### src/rtl/pess_pkg.sv
// ----------------------------------------------------------------------------
// Periodic event slot scheduler package
// Shared item types, the slot record and the opcode and result kind codes.
// ----------------------------------------------------------------------------
package pess_pkg;

    localparam logic [1:0] OP_REGISTER = 2'd0;
    localparam logic [1:0] OP_TICK     = 2'd1;
    localparam logic [1:0] OP_SERVICE  = 2'd2;

    localparam logic [2:0] KIND_REGISTERED = 3'd0;
    localparam logic [2:0] KIND_FULL       = 3'd1;
    localparam logic [2:0] KIND_TICKED     = 3'd2;
    localparam logic [2:0] KIND_FIRED      = 3'd3;
    localparam logic [2:0] KIND_IDLE       = 3'd4;

    // At most this many slots are reported by one service item.
    localparam logic [3:0] MAX_FIRE = 4'd8;

    typedef struct packed {
        logic [1:0]  opcode;
        logic [15:0] period_ticks;
    } in_item_t;

    typedef struct packed {
        logic [2:0] kind;
        logic [2:0] slot_index;
        logic       last;
    } out_item_t;

    typedef struct packed {
        logic        used;
        logic        pending;
        logic [15:0] reload;
        logic [15:0] countdown;
    } slot_rec_t;

endpackage

### src/rtl/pess_cell.sv
// ----------------------------------------------------------------------------
// Slot cell
// Holds one slot record and takes its neighbor's record when the ring shifts.
// ----------------------------------------------------------------------------
module pess_cell (
    input  logic                clk,
    input  logic                rst_n,
    input  logic                shift,
    input  pess_pkg::slot_rec_t d,
    output pess_pkg::slot_rec_t q
);

    pess_pkg::slot_rec_t rec_reg;
    pess_pkg::slot_rec_t rec_next;

    always_comb
    begin
        rec_next = rec_reg;
        if (shift)
        begin
            rec_next = d;
        end
    end

    always_ff @(posedge clk or negedge rst_n)
    begin
        if (!rst_n)
        begin
            rec_reg <= '0;
        end
        else
        begin
            rec_reg <= rec_next;
        end
    end

    assign q = rec_reg;

endmodule

### src/rtl/pess_ring.sv
// ----------------------------------------------------------------------------
// Slot ring
// A chain of slot cells closed into a ring through the head update logic.
// ----------------------------------------------------------------------------
module pess_ring #(
    parameter int SLOTS = 8
) (
    input  logic                clk,
    input  logic                rst_n,
    input  logic                shift,
    input  pess_pkg::slot_rec_t head_in,
    output pess_pkg::slot_rec_t head_out
);

    pess_pkg::slot_rec_t rec_q [SLOTS];

    genvar i;
    generate
        for (i = 0; i < SLOTS; i++)
        begin : g_cell
            pess_pkg::slot_rec_t cell_d;
            if (i == SLOTS - 1)
            begin : g_tail
                assign cell_d = head_in;
            end
            else
            begin : g_body
                assign cell_d = rec_q[i + 1];
            end
            pess_cell u_cell (
                .clk   (clk),
                .rst_n (rst_n),
                .shift (shift),
                .d     (cell_d),
                .q     (rec_q[i])
            );
        end
    endgenerate

    assign head_out = rec_q[0];

endmodule

### src/rtl/periodic_event_slot_scheduler_top.sv
// ----------------------------------------------------------------------------
// Periodic event slot scheduler
// Rotating ring of slot cells, swept once per register, tick or service item.
// ----------------------------------------------------------------------------
// The slot records circulate through a ring of SLOTS cells. Every register,
// tick or service item is handled by one full rotation in which each slot
// passes the head logic once, in index order; an unused opcode is dropped.
// A swept item passes acceptance, SLOTS rotation steps and the final result;
// a step that pushes out an earlier fire, or the final result, waits while the
// output register holds a stalled result. Only one item is in work at a time;
// the input is stalled until the final result has been loaded into the output
// register, and a new item can be accepted while that result waits to be taken.
module periodic_event_slot_scheduler_top #(
    parameter int SLOTS = 8
) (
    input  logic                clk,
    input  logic                rst_n,
    input  logic                in_valid,
    output logic                in_stall,
    input  pess_pkg::in_item_t  in_item,
    output logic                out_valid,
    input  logic                out_stall,
    output pess_pkg::out_item_t out_item
);

    localparam int CW = (SLOTS > 1) ? $clog2(SLOTS) : 1;
    localparam logic [CW-1:0] LAST_SLOT = CW'(SLOTS - 1);

    localparam logic [1:0] ST_IDLE  = 2'd0;
    localparam logic [1:0] ST_RUN   = 2'd1;
    localparam logic [1:0] ST_FLUSH = 2'd2;

    logic [1:0]          state_reg, state_next;
    logic [1:0]          op_reg, op_next;
    logic [15:0]         period_reg, period_next;
    logic [CW-1:0]       cnt_reg, cnt_next;
    logic                found_reg, found_next;
    logic [2:0]          found_idx_reg, found_idx_next;
    logic                held_valid_reg, held_valid_next;
    logic [2:0]          held_idx_reg, held_idx_next;
    logic [3:0]          fired_reg, fired_next;
    logic                out_valid_reg, out_valid_next;
    pess_pkg::out_item_t out_item_reg, out_item_next;

    pess_pkg::slot_rec_t head;
    pess_pkg::slot_rec_t head_new;
    logic                step;
    logic                out_free;
    logic                fire;
    logic [6:0]          idx_wide;
    logic [2:0]          idx3;

    pess_ring #(
        .SLOTS (SLOTS)
    ) u_ring (
        .clk      (clk),
        .rst_n    (rst_n),
        .shift    (step),
        .head_in  (head_new),
        .head_out (head)
    );

    assign out_free = !out_valid_reg || !out_stall;
    assign idx_wide = 7'(cnt_reg);
    assign idx3     = idx_wide[2:0];
    assign fire     = (op_reg == pess_pkg::OP_SERVICE) && head.used && head.pending
                      && (fired_reg < pess_pkg::MAX_FIRE);

    always_comb
    begin
        state_next      = state_reg;
        op_next         = op_reg;
        period_next     = period_reg;
        cnt_next        = cnt_reg;
        found_next      = found_reg;
        found_idx_next  = found_idx_reg;
        held_valid_next = held_valid_reg;
        held_idx_next   = held_idx_reg;
        fired_next      = fired_reg;
        out_item_next   = out_item_reg;
        out_valid_next  = out_valid_reg && out_stall;
        head_new        = head;
        step            = 1'b0;

        case (state_reg)
            ST_IDLE:
            begin
                if (in_valid)
                begin
                    op_next         = in_item.opcode;
                    period_next     = in_item.period_ticks;
                    cnt_next        = '0;
                    found_next      = 1'b0;
                    held_valid_next = 1'b0;
                    fired_next      = '0;
                    if ((in_item.opcode == pess_pkg::OP_REGISTER)
                        || (in_item.opcode == pess_pkg::OP_TICK)
                        || (in_item.opcode == pess_pkg::OP_SERVICE))
                    begin
                        state_next = ST_RUN;
                    end
                end
            end

            ST_RUN:
            begin
                // A new fire pushes out the one held before it, which needs room.
                if (!(fire && held_valid_reg) || out_free)
                begin
                    step = 1'b1;
                    case (op_reg)
                        pess_pkg::OP_REGISTER:
                        begin
                            if (!head.used && !found_reg)
                            begin
                                head_new.used      = 1'b1;
                                head_new.pending   = 1'b0;
                                head_new.reload    = period_reg;
                                head_new.countdown = '0;
                                found_next         = 1'b1;
                                found_idx_next     = idx3;
                            end
                        end
                        pess_pkg::OP_TICK:
                        begin
                            if (head.used)
                            begin
                                if (head.countdown == 16'd0)
                                begin
                                    head_new.countdown = head.reload;
                                    head_new.pending   = 1'b1;
                                end
                                else
                                begin
                                    head_new.countdown = head.countdown - 16'd1;
                                end
                            end
                        end
                        default:
                        begin
                            if (fire)
                            begin
                                head_new.pending = 1'b0;
                                if (held_valid_reg)
                                begin
                                    out_valid_next = 1'b1;
                                    out_item_next  = '{kind: pess_pkg::KIND_FIRED,
                                                      slot_index: held_idx_reg,
                                                      last: 1'b0};
                                end
                                held_valid_next = 1'b1;
                                held_idx_next   = idx3;
                                fired_next      = fired_reg + 4'd1;
                            end
                        end
                    endcase
                    if (cnt_reg == LAST_SLOT)
                    begin
                        state_next = ST_FLUSH;
                    end
                    else
                    begin
                        cnt_next = cnt_reg + CW'(1);
                    end
                end
            end

            ST_FLUSH:
            begin
                if (out_free)
                begin
                    out_valid_next = 1'b1;
                    state_next     = ST_IDLE;
                    case (op_reg)
                        pess_pkg::OP_REGISTER:
                        begin
                            if (found_reg)
                            begin
                                out_item_next = '{kind: pess_pkg::KIND_REGISTERED,
                                                  slot_index: found_idx_reg, last: 1'b1};
                            end
                            else
                            begin
                                out_item_next = '{kind: pess_pkg::KIND_FULL,
                                                  slot_index: 3'd0, last: 1'b1};
                            end
                        end
                        pess_pkg::OP_TICK:
                        begin
                            out_item_next = '{kind: pess_pkg::KIND_TICKED,
                                              slot_index: 3'd0, last: 1'b1};
                        end
                        default:
                        begin
                            if (held_valid_reg)
                            begin
                                out_item_next = '{kind: pess_pkg::KIND_FIRED,
                                                  slot_index: held_idx_reg, last: 1'b1};
                            end
                            else
                            begin
                                out_item_next = '{kind: pess_pkg::KIND_IDLE,
                                                  slot_index: 3'd0, last: 1'b1};
                            end
                        end
                    endcase
                end
            end

            default:
            begin
                state_next = ST_IDLE;
            end
        endcase
    end

    always_ff @(posedge clk or negedge rst_n)
    begin
        if (!rst_n)
        begin
            state_reg      <= ST_IDLE;
            cnt_reg        <= '0;
            found_reg      <= 1'b0;
            held_valid_reg <= 1'b0;
            fired_reg      <= '0;
            out_valid_reg  <= 1'b0;
        end
        else
        begin
            state_reg      <= state_next;
            cnt_reg        <= cnt_next;
            found_reg      <= found_next;
            held_valid_reg <= held_valid_next;
            fired_reg      <= fired_next;
            out_valid_reg  <= out_valid_next;
        end
    end

    always_ff @(posedge clk)
    begin
        op_reg        <= op_next;
        period_reg    <= period_next;
        found_idx_reg <= found_idx_next;
        held_idx_reg  <= held_idx_next;
        out_item_reg  <= out_item_next;
    end

    assign in_stall  = (state_reg != ST_IDLE);
    assign out_valid = out_valid_reg;
    assign out_item  = out_item_reg;

endmodule

### config.mk
export PLATFORM = sky130hd
export DESIGN_NAME = periodic_event_slot_scheduler_top
export DESIGN_NICKNAME = d
export VERILOG_FILES = /design/src/rtl/pess_pkg.sv /design/src/rtl/pess_cell.sv /design/src/rtl/pess_ring.sv /design/src/rtl/periodic_event_slot_scheduler_top.sv
export SDC_FILE = /design/constraint.sdc
export NUM_CORES = 1
export LEC_CHECK = 0
export ABC_AREA = 1
export BUFFER_PORTS_ARGS = -buffer_cell sky130_fd_sc_hd__buf_2
export CORE_UTILIZATION = 35
export CTS_CLUSTER_DIAMETER = 100
export DETAILED_ROUTE_END_ITERATION = 12
export REMOVE_ABC_BUFFERS = 1
export SYNTH_ARGS = -nofsm -noshare
export SYNTH_HDL_FRONTEND = slang
export SYNTH_SLANG_ARGS = --single-unit
export TNS_END_PERCENT = 10
### constraint.sdc
create_clock -name clk -period 1.7 [get_ports clk]
set_input_delay 0.34 -clock clk [delete_from_list [all_inputs] [get_ports clk]]
set_output_delay 0.34 -clock clk [all_outputs]
set_load 0.02 [all_outputs]
# Word-level counts from Yosys, hierarchy flattened
# Cells that the tools add are included.
[word_totals]
regBits = 315
in_bits = 22
out_inout_bits = 9
wordCells = 152
[op_classes]
add_sub_neg = 3
order_cmp = 1
eq_ne = 18
muxes = 53
n_bitwise = 1
n_reduce_logical = 31
[ops]
columns = ["op", "count"]
rows = [
  ["$mux 34", 3],
  ["$mux 16", 3],
  ["$mux 7", 6],
  ["$pmux 16 s2", 1],
  ["$pmux 7 s2", 2],
  ["$ne 2x2->1 const B", 11],
  ["$mux 1", 18],
  ["$logic_not 16->1", 1],
  ["$mux 4", 4],
  ["$sub 16x1->16 const B", 1],
  ["$reduce_and 5->1", 3],
  ["$reduce_and 4->1", 3],
  ["$mux 2", 5],
  ["$mux 3", 3],
  ["$pmux 1 s2", 4],
  ["$pmux 4 s2", 1],
  ["$eq 2x1->1 const B", 3],
  ["$eq 2x2->1 const B", 3],
  ["$logic_and 1x1->1", 6],
  ["$logic_not 2->1", 3],
  ["$pmux 2 s3", 1],
  ["$pmux 3 s2", 1],
  ["$reduce_and 6->1", 1],
  ["$reduce_bool 2->1", 3],
  ["other kinds (10)", 17],
]

# Depth between registers and ports, before layout
# Gate-level depths: netlist of run 1.
[logic_depth]
ltp_word = 9
ltp_mapped = 11
mapped_depth_nobuf = 11

# Cells and area by module
# From an unflattened synthesis of run 1, not the netlist that was laid out.
[hier_totals]
hier_cells = 1579
hier_area_um2 = 13803.2
[modules_own_cells]
columns = ["mod", "n_inst", "cells_each", "area_each_um2", "seq_area_each_um2"]
rows = [
  ["pess_cell", 8, 144, 1345.0, 850.8],
  ["periodic_event_slot_scheduler_top", 1, 427, 3042.9, 1231.2],
]

# Worst setup path before layout of run 1
# OpenSTA, ideal clock, no wires.
[synth_path]
kind = "flip-flop to flip-flop"
from = "register op_reg[0]"
to = "register out_item_reg (netlist bit out_item[0]), enable pin"
setup_time_ps = 383
t_arrival_ps = 1452
required_time_ps = 1317
setup_slack_ps = -135
path_stages_with_launch = 6
n_path_buf = 0
cell_sequence = "edfxtp_1 > inv_1 > nand3_4 > nor3_4 > nand2_1 > a211oi_1"
[synth_via]
elab_chain_len = 9
elab_cells_between_ends = 14
cone_classes = "eq/ne (5); reduce/logical (9)"
[synth_lines]
columns = ["item", "line", "source"]
rows = [
  ["start: declaration", "periodic_event_slot_scheduler_top.sv:34", "logic [1:0] op_reg, op_next;"],
  ["start signal: assignment", "periodic_event_slot_scheduler_top.sv:241", "op_reg <= op_next;"],
  ["$eq 2x2->1", "periodic_event_slot_scheduler_top.sv:66", "assign fire = (op_reg == pess_pkg::OP_SERVICE) && head.used && head.pending"],
  ["$logic_and 1x1->1 (2 in series)", "periodic_event_slot_scheduler_top.sv:66", ""],
  ["$logic_and 1x1->1", "periodic_event_slot_scheduler_top.sv:67", "&& (fired_reg < pess_pkg::MAX_FIRE);"],
  ["$logic_and 1x1->1", "periodic_event_slot_scheduler_top.sv:108", "if (!(fire && held_valid_reg) || out_free)"],
  ["$logic_not 1->1", "periodic_event_slot_scheduler_top.sv:108", ""],
  ["$logic_or 1x1->1", "periodic_event_slot_scheduler_top.sv:108", ""],
  ["$ne 2x2->1 (no line)", "--", ""],
  ["$reduce_and 6->1 (no line) *", "--", ""],
  ["end signal: assignment", "periodic_event_slot_scheduler_top.sv:245", "out_item_reg <= out_item_next;"],
  ["end: declaration", "periodic_event_slot_scheduler_top.sv:43", "pess_pkg::out_item_t out_item_reg, out_item_next;"],
]
# Mark *: on every way between the ends. The rest lies on a longest branch, timed or not.
# A chain may end at the register's enable or synchronous reset.

# Worst setup path after layout of run 1
[layout_path]
from = "register u_ring.g_cell[0].u_cell.rec_reg (netlist bit u_ring.g_cell[0].u_cell.q[2])"
to = "register u_ring.g_cell[7].u_cell.rec_reg (netlist bit u_ring.g_cell[7].u_cell.q[14])"
[layout_via]
elab_chain_len = 6
elab_cells_between_ends = 7
cone_classes = "add/sub (1); mux (5); reduce/logical (1)"
[layout_lines]
columns = ["item", "line", "source"]
rows = [
  ["start: declaration", "pess_cell.sv:13", "pess_pkg::slot_rec_t rec_reg;"],
  ["start signal: assignment", "pess_cell.sv:33", "rec_reg <= rec_next;"],
  ["$sub 16x1->16 / $logic_not 16->1 (equally long branches)", "periodic_event_slot_scheduler_top.sv:135, periodic_event_slot_scheduler_top.sv:128", ""],
  ["$mux 16 *", "periodic_event_slot_scheduler_top.sv:128", "if (head.countdown == 16'd0)"],
  ["$mux 16 *", "periodic_event_slot_scheduler_top.sv:126", "if (head.used)"],
  ["$pmux 16 s2 *", "periodic_event_slot_scheduler_top.sv:111", "case (op_reg)"],
  ["$mux 34 *", "periodic_event_slot_scheduler_top.sv:108", ""],
  ["$mux 34 *", "periodic_event_slot_scheduler_top.sv:85", "case (state_reg)"],
  ["end signal: assignment", "pess_cell.sv:33", ""],
  ["end: declaration", "pess_cell.sv:13", ""],
]
# Marked as above.

==> results.yml, run 1 <==
clocking:
  cts.sinks: 315
  clkSlewWorstSetupHoldPaths_ps: 60
  clockBufferDepth: 3
  root_buffer: "clkbuf_16"
  cts_tree: "built"
  cts_buffers: 34
  clkLatencyLatePin_ps: 530
  htree_levels: 2
place:
  dpl_cell_area_um2: 14200
  post-place-ws_ps: -11.32
  place_congestion: 0.8724
  port_buffers: 30
  dp_hpwl_um: 16910
cells_and_area:
  final_common_cell: "nand2_1"
  n_antenna_cell: 0
  regArea_um2: 8038
  areaGrowthSynthToFinish_pct: 24.26
  final_cell_mix: "nand2_1, dfrtp_1, o21ai_0"
  final_layout_size_suffix_gt1_frac: 0.1479
  num-fill-cells: 3455
  largest_reg_flops: 272
  layout.nets: 1566
  multi_input_area_um2: 4088
  final_area_um2: 16050
detailed_routing:
  drt_wl_total_um: 27810
  via_per_inst: 4.705
  drc: 0
  ant_nets: 0
  post_drt_wl_per_cell_um: 13.75
  first_pass_iters: 6
  vias: 9518
  drt_first_iter_violations: 680
logic_synthesis:
  ys_types: 32
  syn-cell-area_um2: 12910
  yosys.area.top_type: "dfrtp_1"
  syn_inst: 1419
  ys_top_cells_by_area: "dfrtp_1, nand2_1, o21ai_0"
  yosysWarnings: 0
  avgSynthCellArea_um2: 9.100
  yosysSeqAreaShare: 0.6225
  ys_seq_elements: 315
  synth_top_area_share: 0.5504
sta:
  max_slew_margin: 0.7687
  final-setup-viol-count: 3
  hold_viol_final: 0
  fin_worst_skew_ps: 17.58
  rsz0062_at_grt: "yes"
  worst_slew_pin_slew_ps: 346.9
  layout_setup_ws_ps: -32.69
  min_period_ps: 1733
  finalCritPeriodShare: 1.019
  final-max-slew-violation-count: 0
  fmax_mhz: 577.1
critical_path:
  r2r_cells: 10
  cp-start-kind: "register"
  worst-path-buf-inv: 2
  worstPathCellList: "nor2_1 -> nand2_1 -> nor2_2 -> nand3_2 -> buf_4 -> nand2_1 -> inv_1 -> nand2_1 -> nand3_1 -> a21oi_1"
  cp.required_ps: 2160
  path_max_fanout: 6
  r2r_slack_ps: -30
  path_delay_family: "simple AND/OR/NAND/NOR gates"
  crit_path_end_kind: "register"
  cpPeakStageDelay_ps: 470
  crit_type: "reg -> reg"
  critPathSlowestCell: "dfrtp_1"
  r2r-start: "u_ring.g_cell[0].u_cell.q[2]$_DFFE_PN0P_"
  crit_top_cell: "nand2_1"
  critical_path_arrival_ps: 2190
  worstReg2RegEnd: "u_ring.g_cell[7].u_cell.q[14]$_DFFE_PN0P_"
die:
  start_util: 0.3595
  rows: 69
  pin_count: 31
  die_area_um2: 37670
  core_area_um2: 35910
  dieHeight_um: 194.1
  die_w_um: 194.1
outcome:
  outcome: "finished with violations"
  violations: "negative setup slack"
global_routing:
  grt_max_degree: 89
  first_global_vias: 9100
  grt_pass1_wl_um: 45210
  gr-usage-all-layers: 0.1439
  antenna_found_initial: 0
  overflow: 0
min_path:
  worstHoldStart: "in_item[17]"
  hold_depth: 1
  hold_end: "op_reg[1]$_DFFE_PP_"
  holdCritPathClass: "in -> reg"
run:
  maxCapViolations: 0
power_and_ir_drop:
  p_leak_nw: 7.498
  p_per_area_nw_per_um2: 1959
  irDropWorstVdd_mv: 1.004
-- routing by layer --
layer / track usage / vias up / share of wire / routed length, um
met5: 0 / - / 0 / 0
met1: 0.2063 / 4575 / 0.49 / 13600
li1: - / 4761 / - / -
met4: 0.04439 / 0 / 0.021 / 591
met2: 0.2237 / 141 / 0.46 / 12700
met3: 0.02244 / 41 / 0.033 / 919
-- repair_timing --
| item | 4_1_cts | 5_1_grt |
|---|---|---|
| pin swaps | 0 | 6 |
| cloned | 0 | 7 |
| hold buffers | 16 | 0 |
| setup buffers | 2 | 6 |
| endpoints found under the setup margin | 10 | 210 |
| gates resized for setup | 12 | 87 |
| endpoints found under the hold margin | 50 | 0 |
-- through the flow --
stage | TNS [ps] | hold WS (ps) | std cells | total power (W) | util
final | -66.57 | 28.94 | 2023 | 0.03143 | 0.4468
after global routing | -9664 | 6.435 | 2023 | 0.03379 | 0.4468
after CTS | -22.76 | 1.374 | 2010 | 0.03046 | 0.4353
after detailed placement | -11.32 | 257.4 | 1930 | 0.02220 | 0.3955
after global placement | -9.777 | 256.3 | 1930 | 0.02195 | 0.3955
after floorplan | -1581640 | 44.41 | 1350 | 0.01765 | -
-- how the worst max path moves through the flow --
| stage | cells past startpoint | startpoint | endpoint | slack [ps] |
|---|---|---|---|---|
| after floorplan | 7 | u_ring.g_cell[0].u_cell.q[33]$_DFFE_PN0P_ | u_ring.g_cell[7].u_cell.q[16]$_DFFE_PN0P_ | -7240 |
| after global placement | 12 | u_ring.g_cell[0].u_cell.q[0]$_DFFE_PN0P_ | u_ring.g_cell[7].u_cell.q[14]$_DFFE_PN0P_ | -10 |
| after CTS | 5 | state_reg[1]$_DFFE_PN0P_ | in_stall | -10 |
| after global routing | 10 | u_ring.g_cell[0].u_cell.q[2]$_DFFE_PN0P_ | u_ring.g_cell[7].u_cell.q[9]$_DFFE_PN0P_ | -120 |
| after detailed placement | 12 | u_ring.g_cell[0].u_cell.q[0]$_DFFE_PN0P_ | u_ring.g_cell[7].u_cell.q[14]$_DFFE_PN0P_ | -10 |
| final | 10 | u_ring.g_cell[0].u_cell.q[2]$_DFFE_PN0P_ | u_ring.g_cell[7].u_cell.q[14]$_DFFE_PN0P_ | -30 |
-- cell families (layout without fill, tap and decap cells) --
kind of cell,count (synthesis),count (layout),share of synthesized area
simple gates,574,574,0.1762
flops,315,315,0.6225
compound gates,290,290,0.1160
buf+inv,225,368,0.07287
fa+ha+maj,8,8,0.007752
xor+xnor,7,7,0.004748
-- cell type report --
cell class                 count  share of cell area
multi-input combinational    879              0.2548
inverter                     156             0.03712
timing repair buffer         150             0.09521
tap                          461             0.03595
sequential                   315              0.5009
clock buffer                  45             0.05809
clock inverter                17             0.01794
-- report_power, final --
part / internal, W / leakage (nW) / switching [W]
clock: 0.00483 / 0.590 / 0.00304
combinational: 0.00480 / 2.89 / 0.00711
sequential: 0.0104 / 4.01 / 0.00124
-- cell usage after synthesis, drive strengths merged --
cell type    n
xor2         5
a211oi       1
inv        154
dfrtp      284
clkbuf      23
or2          2
nand3       47
nand2      450
nor2        61
buf         46
o21ai      233
ha           8
o22ai        3
o211ai      12
a31oi        6
edfxtp      31
a21oi       34
nor3         4
o31ai        1
nand4       10
clkinv       2
xnor2        2
Power figures use the tool's default switching activity.
==> run 2: changes to the inputs <==
CTS_BUF_LIST = sky130_fd_sc_hd__clkbuf_4 sky130_fd_sc_hd__clkbuf_8   (was not set)
TNS_END_PERCENT = 30   (was 10)
==> results.yml, run 2 (same netlist as run 1, synthesis figures left out) <==
die:
  dieHeight_um: 194.1
  core_area_um2: 35910
  pin_count: 31
  die_w_um: 194.1
  die_area_um2: 37670
  start_util: 0.3595
  rows: 69
cells_and_area:
  final_cell_mix: "nand2_1, dfrtp_1, inv_1"
  final_util: 0.4591
  final_layout_size_suffix_gt1_frac: 0.1991
  layout.nets: 1607
  final_area_um2: 16490
  n_antenna_cell: 0
  final_common_cell: "nand2_1"
  areaGrowthSynthToFinish_pct: 27.69
  largest_reg_flops: 272
clocking:
  clockBufferDepth: 3
  cts_tree: "built"
  htree_levels: 2
  cts_buffers: 51
  clkSlewWorstSetupHoldPaths_ps: 60
  cts.sinks: 315
  clkLatencyLatePin_ps: 620
  root_buffer: "clkbuf_8"
critical_path:
  critical_path_arrival_ps: 1440
  path_max_fanout: 2
  crit_type: "reg -> out"
  crit_top_cell: "buf_6"
  r2r_slack_ps: -70
  critPathSlowestCell: "dfrtp_1"
  cp-start-kind: "register"
  path_delay_family: "flip-flops"
  worstReg2RegEnd: "u_ring.g_cell[0].u_cell.q[30]$_DFFE_PN0P_"
  r2r-start: "op_reg[0]$_DFFE_PP_"
  r2r_cells: 8
  worstPathCellList: "inv_2 -> buf_6 -> ha_4 -> inv_4 -> buf_6"
  cpPeakStageDelay_ps: 380
  cp.required_ps: 1360
  crit_path_end_kind: "output port"
  worst-path-buf-inv: 4
global_routing:
  first_global_vias: 9224
  grt_pass1_wl_um: 45300
  overflow: 0
  antenna_found_initial: 0
  gr-usage-all-layers: 0.1445
  grt_max_degree: 89
detailed_routing:
  first_pass_iters: 5
  drt_first_iter_violations: 600
  drt_wl_total_um: 29790
  post_drt_wl_per_cell_um: 14.34
  via_per_inst: 4.736
  vias: 9842
  ant_nets: 0
  drc: 0
sta:
  fin_worst_skew_ps: 27.48
  max_slew_margin: 0.7669
  layout_setup_ws_ps: -84.66
  rsz0062_at_grt: "yes"
  fmax_mhz: 560.3
  min_period_ps: 1785
  final-max-slew-violation-count: 0
  holdWs_ps: 187.9
  final-setup-viol-count: 11
  hold_viol_final: 0
  worst_slew_pin_slew_ps: 349.6
  finalCritPeriodShare: 1.050
min_path:
  hold_depth: 3
  worstHoldStart: "in_valid"
  holdCritPathClass: "in -> reg"
  hold_end: "period_reg[12]$_DFFE_PP_"
place:
  port_buffers: 30
  place_congestion: 0.8724
  dpl_cell_area_um2: 14200
  dp_hpwl_um: 16910
power_and_ir_drop:
  p_leak_nw: 7.745
  irDropWorstVdd_mv: 1.060
  p_per_area_nw_per_um2: 1944
run:
  maxCapViolations: 0
outcome:
  outcome: "finished with violations"
  violations: "negative setup slack"
-- run 2: through the flow --
stage | instances | worst slack (ps) | setup TNS, ps | total power, W
global placement | 1930 | -9.777 | -9.777 | 0.02195
finish | 2078 | -84.66 | -292.5 | 0.03206
detailed placement | 1930 | -11.32 | -11.32 | 0.02220
global route | 2078 | -179.2 | -17740 | 0.03443
CTS | 2046 | -114.2 | -114.2 | 0.02947
floorplan | 1350 | -7236 | -1581640 | 0.01765
-- run 2: power breakdown --
group | internal (W) | switching [W] | leakage [nW]
sequential | 0.0104 | 0.00125 | 4.01
clock | 0.00385 | 0.00299 | 0.589
combinational | 0.00585 | 0.00769 | 3.15
-- run 2: repair_timing --
action | in CTS | in global routing
buffers inserted | 4 | 8
endpoints found under the hold margin | 178 | 0
cloned | 0 | 24
pin swaps | 2 | 11
endpoints found under the setup margin | 14 | 233
hold buffers | 19 | 0
gates resized for setup | 19 | 162
-- run 2: layer usage --
layer / part of all wire / up-vias / GRT usage
met4: 0.018 / 0 / 0.05085
met5: 0 / - / 0
met1: 0.48 / 4751 / 0.2054
met2: 0.46 / 190 / 0.2210
met3: 0.041 / 45 / 0.02661
li1: - / 4856 / -
-- run 2: final cells by class --
| class | instances | area (um2) |
|---|---|---|
| Fill cell | 3416 | 19430 |
| Sequential cell | 315 | 8040 |
| Multi-Input combinational cell | 879 | 4187 |
| Timing Repair Buffer | 174 | 1989 |
| Clock buffer | 86 | 1033 |
| Inverter | 156 | 604.3 |
| Tap cell | 461 | 576.8 |
| Clock inverter | 7 | 57.56 |
-- run 2: how the worst max path moves through the flow --
stage                                              start                                         to  cells past startpoint
2_1_floorplan  u_ring.g_cell[0].u_cell.q[33]$_DFFE_PN0P_  u_ring.g_cell[7].u_cell.q[16]$_DFFE_PN0P_                      7
6_report                        state_reg[1]$_DFFE_PN0P_                                   in_stall                      5
5_1_grt                              op_reg[0]$_DFFE_PP_  u_ring.g_cell[0].u_cell.q[30]$_DFFE_PN0P_                      8
3_3_place_gp    u_ring.g_cell[0].u_cell.q[0]$_DFFE_PN0P_  u_ring.g_cell[7].u_cell.q[14]$_DFFE_PN0P_                     12
4_1_cts                         state_reg[1]$_DFFE_PN0P_                                   in_stall                      5
3_5_place_dp    u_ring.g_cell[0].u_cell.q[0]$_DFFE_PN0P_  u_ring.g_cell[7].u_cell.q[14]$_DFFE_PN0P_                     12
-- run 2: worst min-delay path: cells and delay by family --
| kind | cells | cell delay (ps) |
|---|---|---|
| and+or+nand+nor | 1 | 60 |
| buffers and inverters | 2 | 200 |
==> run 3: changes to the inputs <==
CORE_UTILIZATION = 56   (was 35)
CTS_BUF_LIST = not set   (was sky130_fd_sc_hd__clkbuf_4 sky130_fd_sc_hd__clkbuf_8)
PLACE_DENSITY = 0.75   (was not set)
==> results.yml, run 3 (same netlist as run 1, synthesis figures left out) <==
cells_and_area:
  num-fill-cells: 1598
  largest_reg_flops: 272
  n_antenna_cell: 0
  final_layout_size_suffix_gt1_frac: 0.1412
  stdcell_count: 1829
  areaGrowthSynthToFinish_pct: 21.31
  final_common_cell: "nand2_1"
  layout.nets: 1550
  final_cell_mix: "nand2_1, dfrtp_1, o21ai_0"
min_path:
  holdCritPathClass: "in -> reg"
global_routing:
  gr-usage-all-layers: 0.2388
  overflow: 0
  antenna_found_initial: 0
  busiest_layer: "met2"
  grt_max_degree: 51
  met2_usage: 0.3887
  met1_usage: 0.3408
  use_met3: 0.03354
  first_global_vias: 9413
  grt_pass1_wl_um: 45960
place:
  port_buffers: 30
  post-place-ws_ps: -63.32
  dp_hpwl_um: 16900
  place_inst: 1739
  place_congestion: 0.9056
clocking:
  root_buffer: "clkbuf_16"
  clockBufferDepth: 3
  cts.sinks: 315
  htree_levels: 2
  cts_tree: "built"
  cts_buffers: 34
  clkSlewWorstSetupHoldPaths_ps: 60
  clkLatencyLatePin_ps: 510
detailed_routing:
  drt_wl_total_um: 27940
  drc: 0
  post_drt_wl_per_cell_um: 15.28
  via_per_inst: 5.296
  drt_first_iter_violations: 742
  vias: 9687
  ant_nets: 0
  first_pass_iters: 5
power_and_ir_drop:
  seqPwrFrac: 0.380
  intPower_w: 0.01969
  irDropWorstVdd_mv: 1.195
  p_sw_frac: 0.3644
  p_leak_nw: 7.390
  clkPwrFrac: 0.244
  p_comb_frac: 0.376
  p_switching_w: 0.01129
  p_per_area_nw_per_um2: 1978
outcome:
  outcome: "completed"
sta:
  layout_setup_ws_ps: 25.65
  min_period_ps: 1674
  hold_viol_final: 0
  finalCritPeriodShare: 0.9849
  final-max-slew-violation-count: 0
  max_slew_margin: 0.7744
  fmax_mhz: 597.2
  worst_slew_pin_slew_ps: 335.8
  rsz0062_at_grt: "yes"
  final-setup-viol-count: 0
  fin_worst_skew_ps: 18.15
  fin_tns_setup_ps: 0
critical_path:
  critical_path_arrival_ps: 1890
  crit_type: "reg -> reg"
  cp.required_ps: 1910
  path_max_fanout: 7
  cp-start-kind: "register"
  crit_path_end_kind: "register"
die:
  core_area_um2: 22640
  die_area_um2: 23670
  die_w_um: 153.9
  dieHeight_um: 153.9
  rows: 55
  start_util: 0.5703
  pin_count: 31
run:
  maxCapViolations: 0
-- run 3: critical path, stage by stage (launching register included) --
cell	delay, ps
edfxtp_1	370
buf_4	140
nand3_4	70
nor3_4	180
buf_4	170
nand2_1	80
a211oi_2	190
buf_4	190
-- run 3: power groups by stage --
stage	clock (W)	combinational [W]	sequential, W
after floorplan	0	0.00560	0.0120
after global placement	0	0.00975	0.0117
after detailed placement	0	0.0101	0.0118
after CTS	0.00767	0.0107	0.0117
after global routing	0.00796	0.0130	0.0121
final	0.00756	0.0116	0.0118
-- run 3: routing by layer --
| layer | part of all wire | vias to the layer above |
|---|---|---|
| met5 | 0 | - |
| met4 | 0.019 | 0 |
| met3 | 0.046 | 50 |
| met2 | 0.48 | 273 |
| met1 | 0.45 | 4644 |
| li1 | - | 4720 |
-- run 3: final cells by class --
cell class	count	area, um2	area share
repair buffers	133	1411	0.09010
clock buffers	52	999.7	0.06382
flip-flops and latches	315	8043	0.5135
multi-input cells	880	4103	0.2619
well taps	285	356.6	0.02277
clock inverters	8	146.4	0.009346
inverters	156	604.3	0.03858
-- run 3: per-stage QoR --
stage	utilization	cell area, um2	hold slack (ps)	total power [W]
2_1_floorplan	-	12560	44.41	0.01765
3_3_place_gp	0.6137	13890	222.5	0.02144
3_5_place_dp	0.6137	13890	224.7	0.02187
4_1_cts	0.6774	15340	4.407	0.03003
5_1_grt	0.6918	15660	7.435	0.03307
6_report	0.6918	15660	20.19	0.03098
-- run 3: what timing repair did --
item,CTS,global route
buffers inserted,3,5
pin swaps,2,6
resized for setup,16,58
hold buffers,15,0
hold endpoints to repair,98,0
cloned,2,5
setup endpoints to repair,61,166
-- run 3: worst paths after layout --
kind	start	end	slack, ps	cells after the start
max in group asynchronous	rst_n	u_ring.g_cell[4].u_cell.q[12]$_DFFE_PN0P_	770	3
setup reg to reg	op_reg[1]$_DFFE_PP_	out_item[2]$_DFFE_PP_	30	7
setup / recovery	op_reg[1]$_DFFE_PP_	out_item[2]$_DFFE_PP_	30	7
hold / removal	in_item[10]	period_reg[10]$_DFFE_PP_	20	1
hold reg to reg	u_ring.g_cell[7].u_cell.q[19]$_DFFE_PN0P_	u_ring.g_cell[6].u_cell.q[19]$_DFFE_PN0P_	470	2
min in group asynchronous	rst_n	u_ring.g_cell[6].u_cell.q[23]$_DFFE_PN0P_	290	2
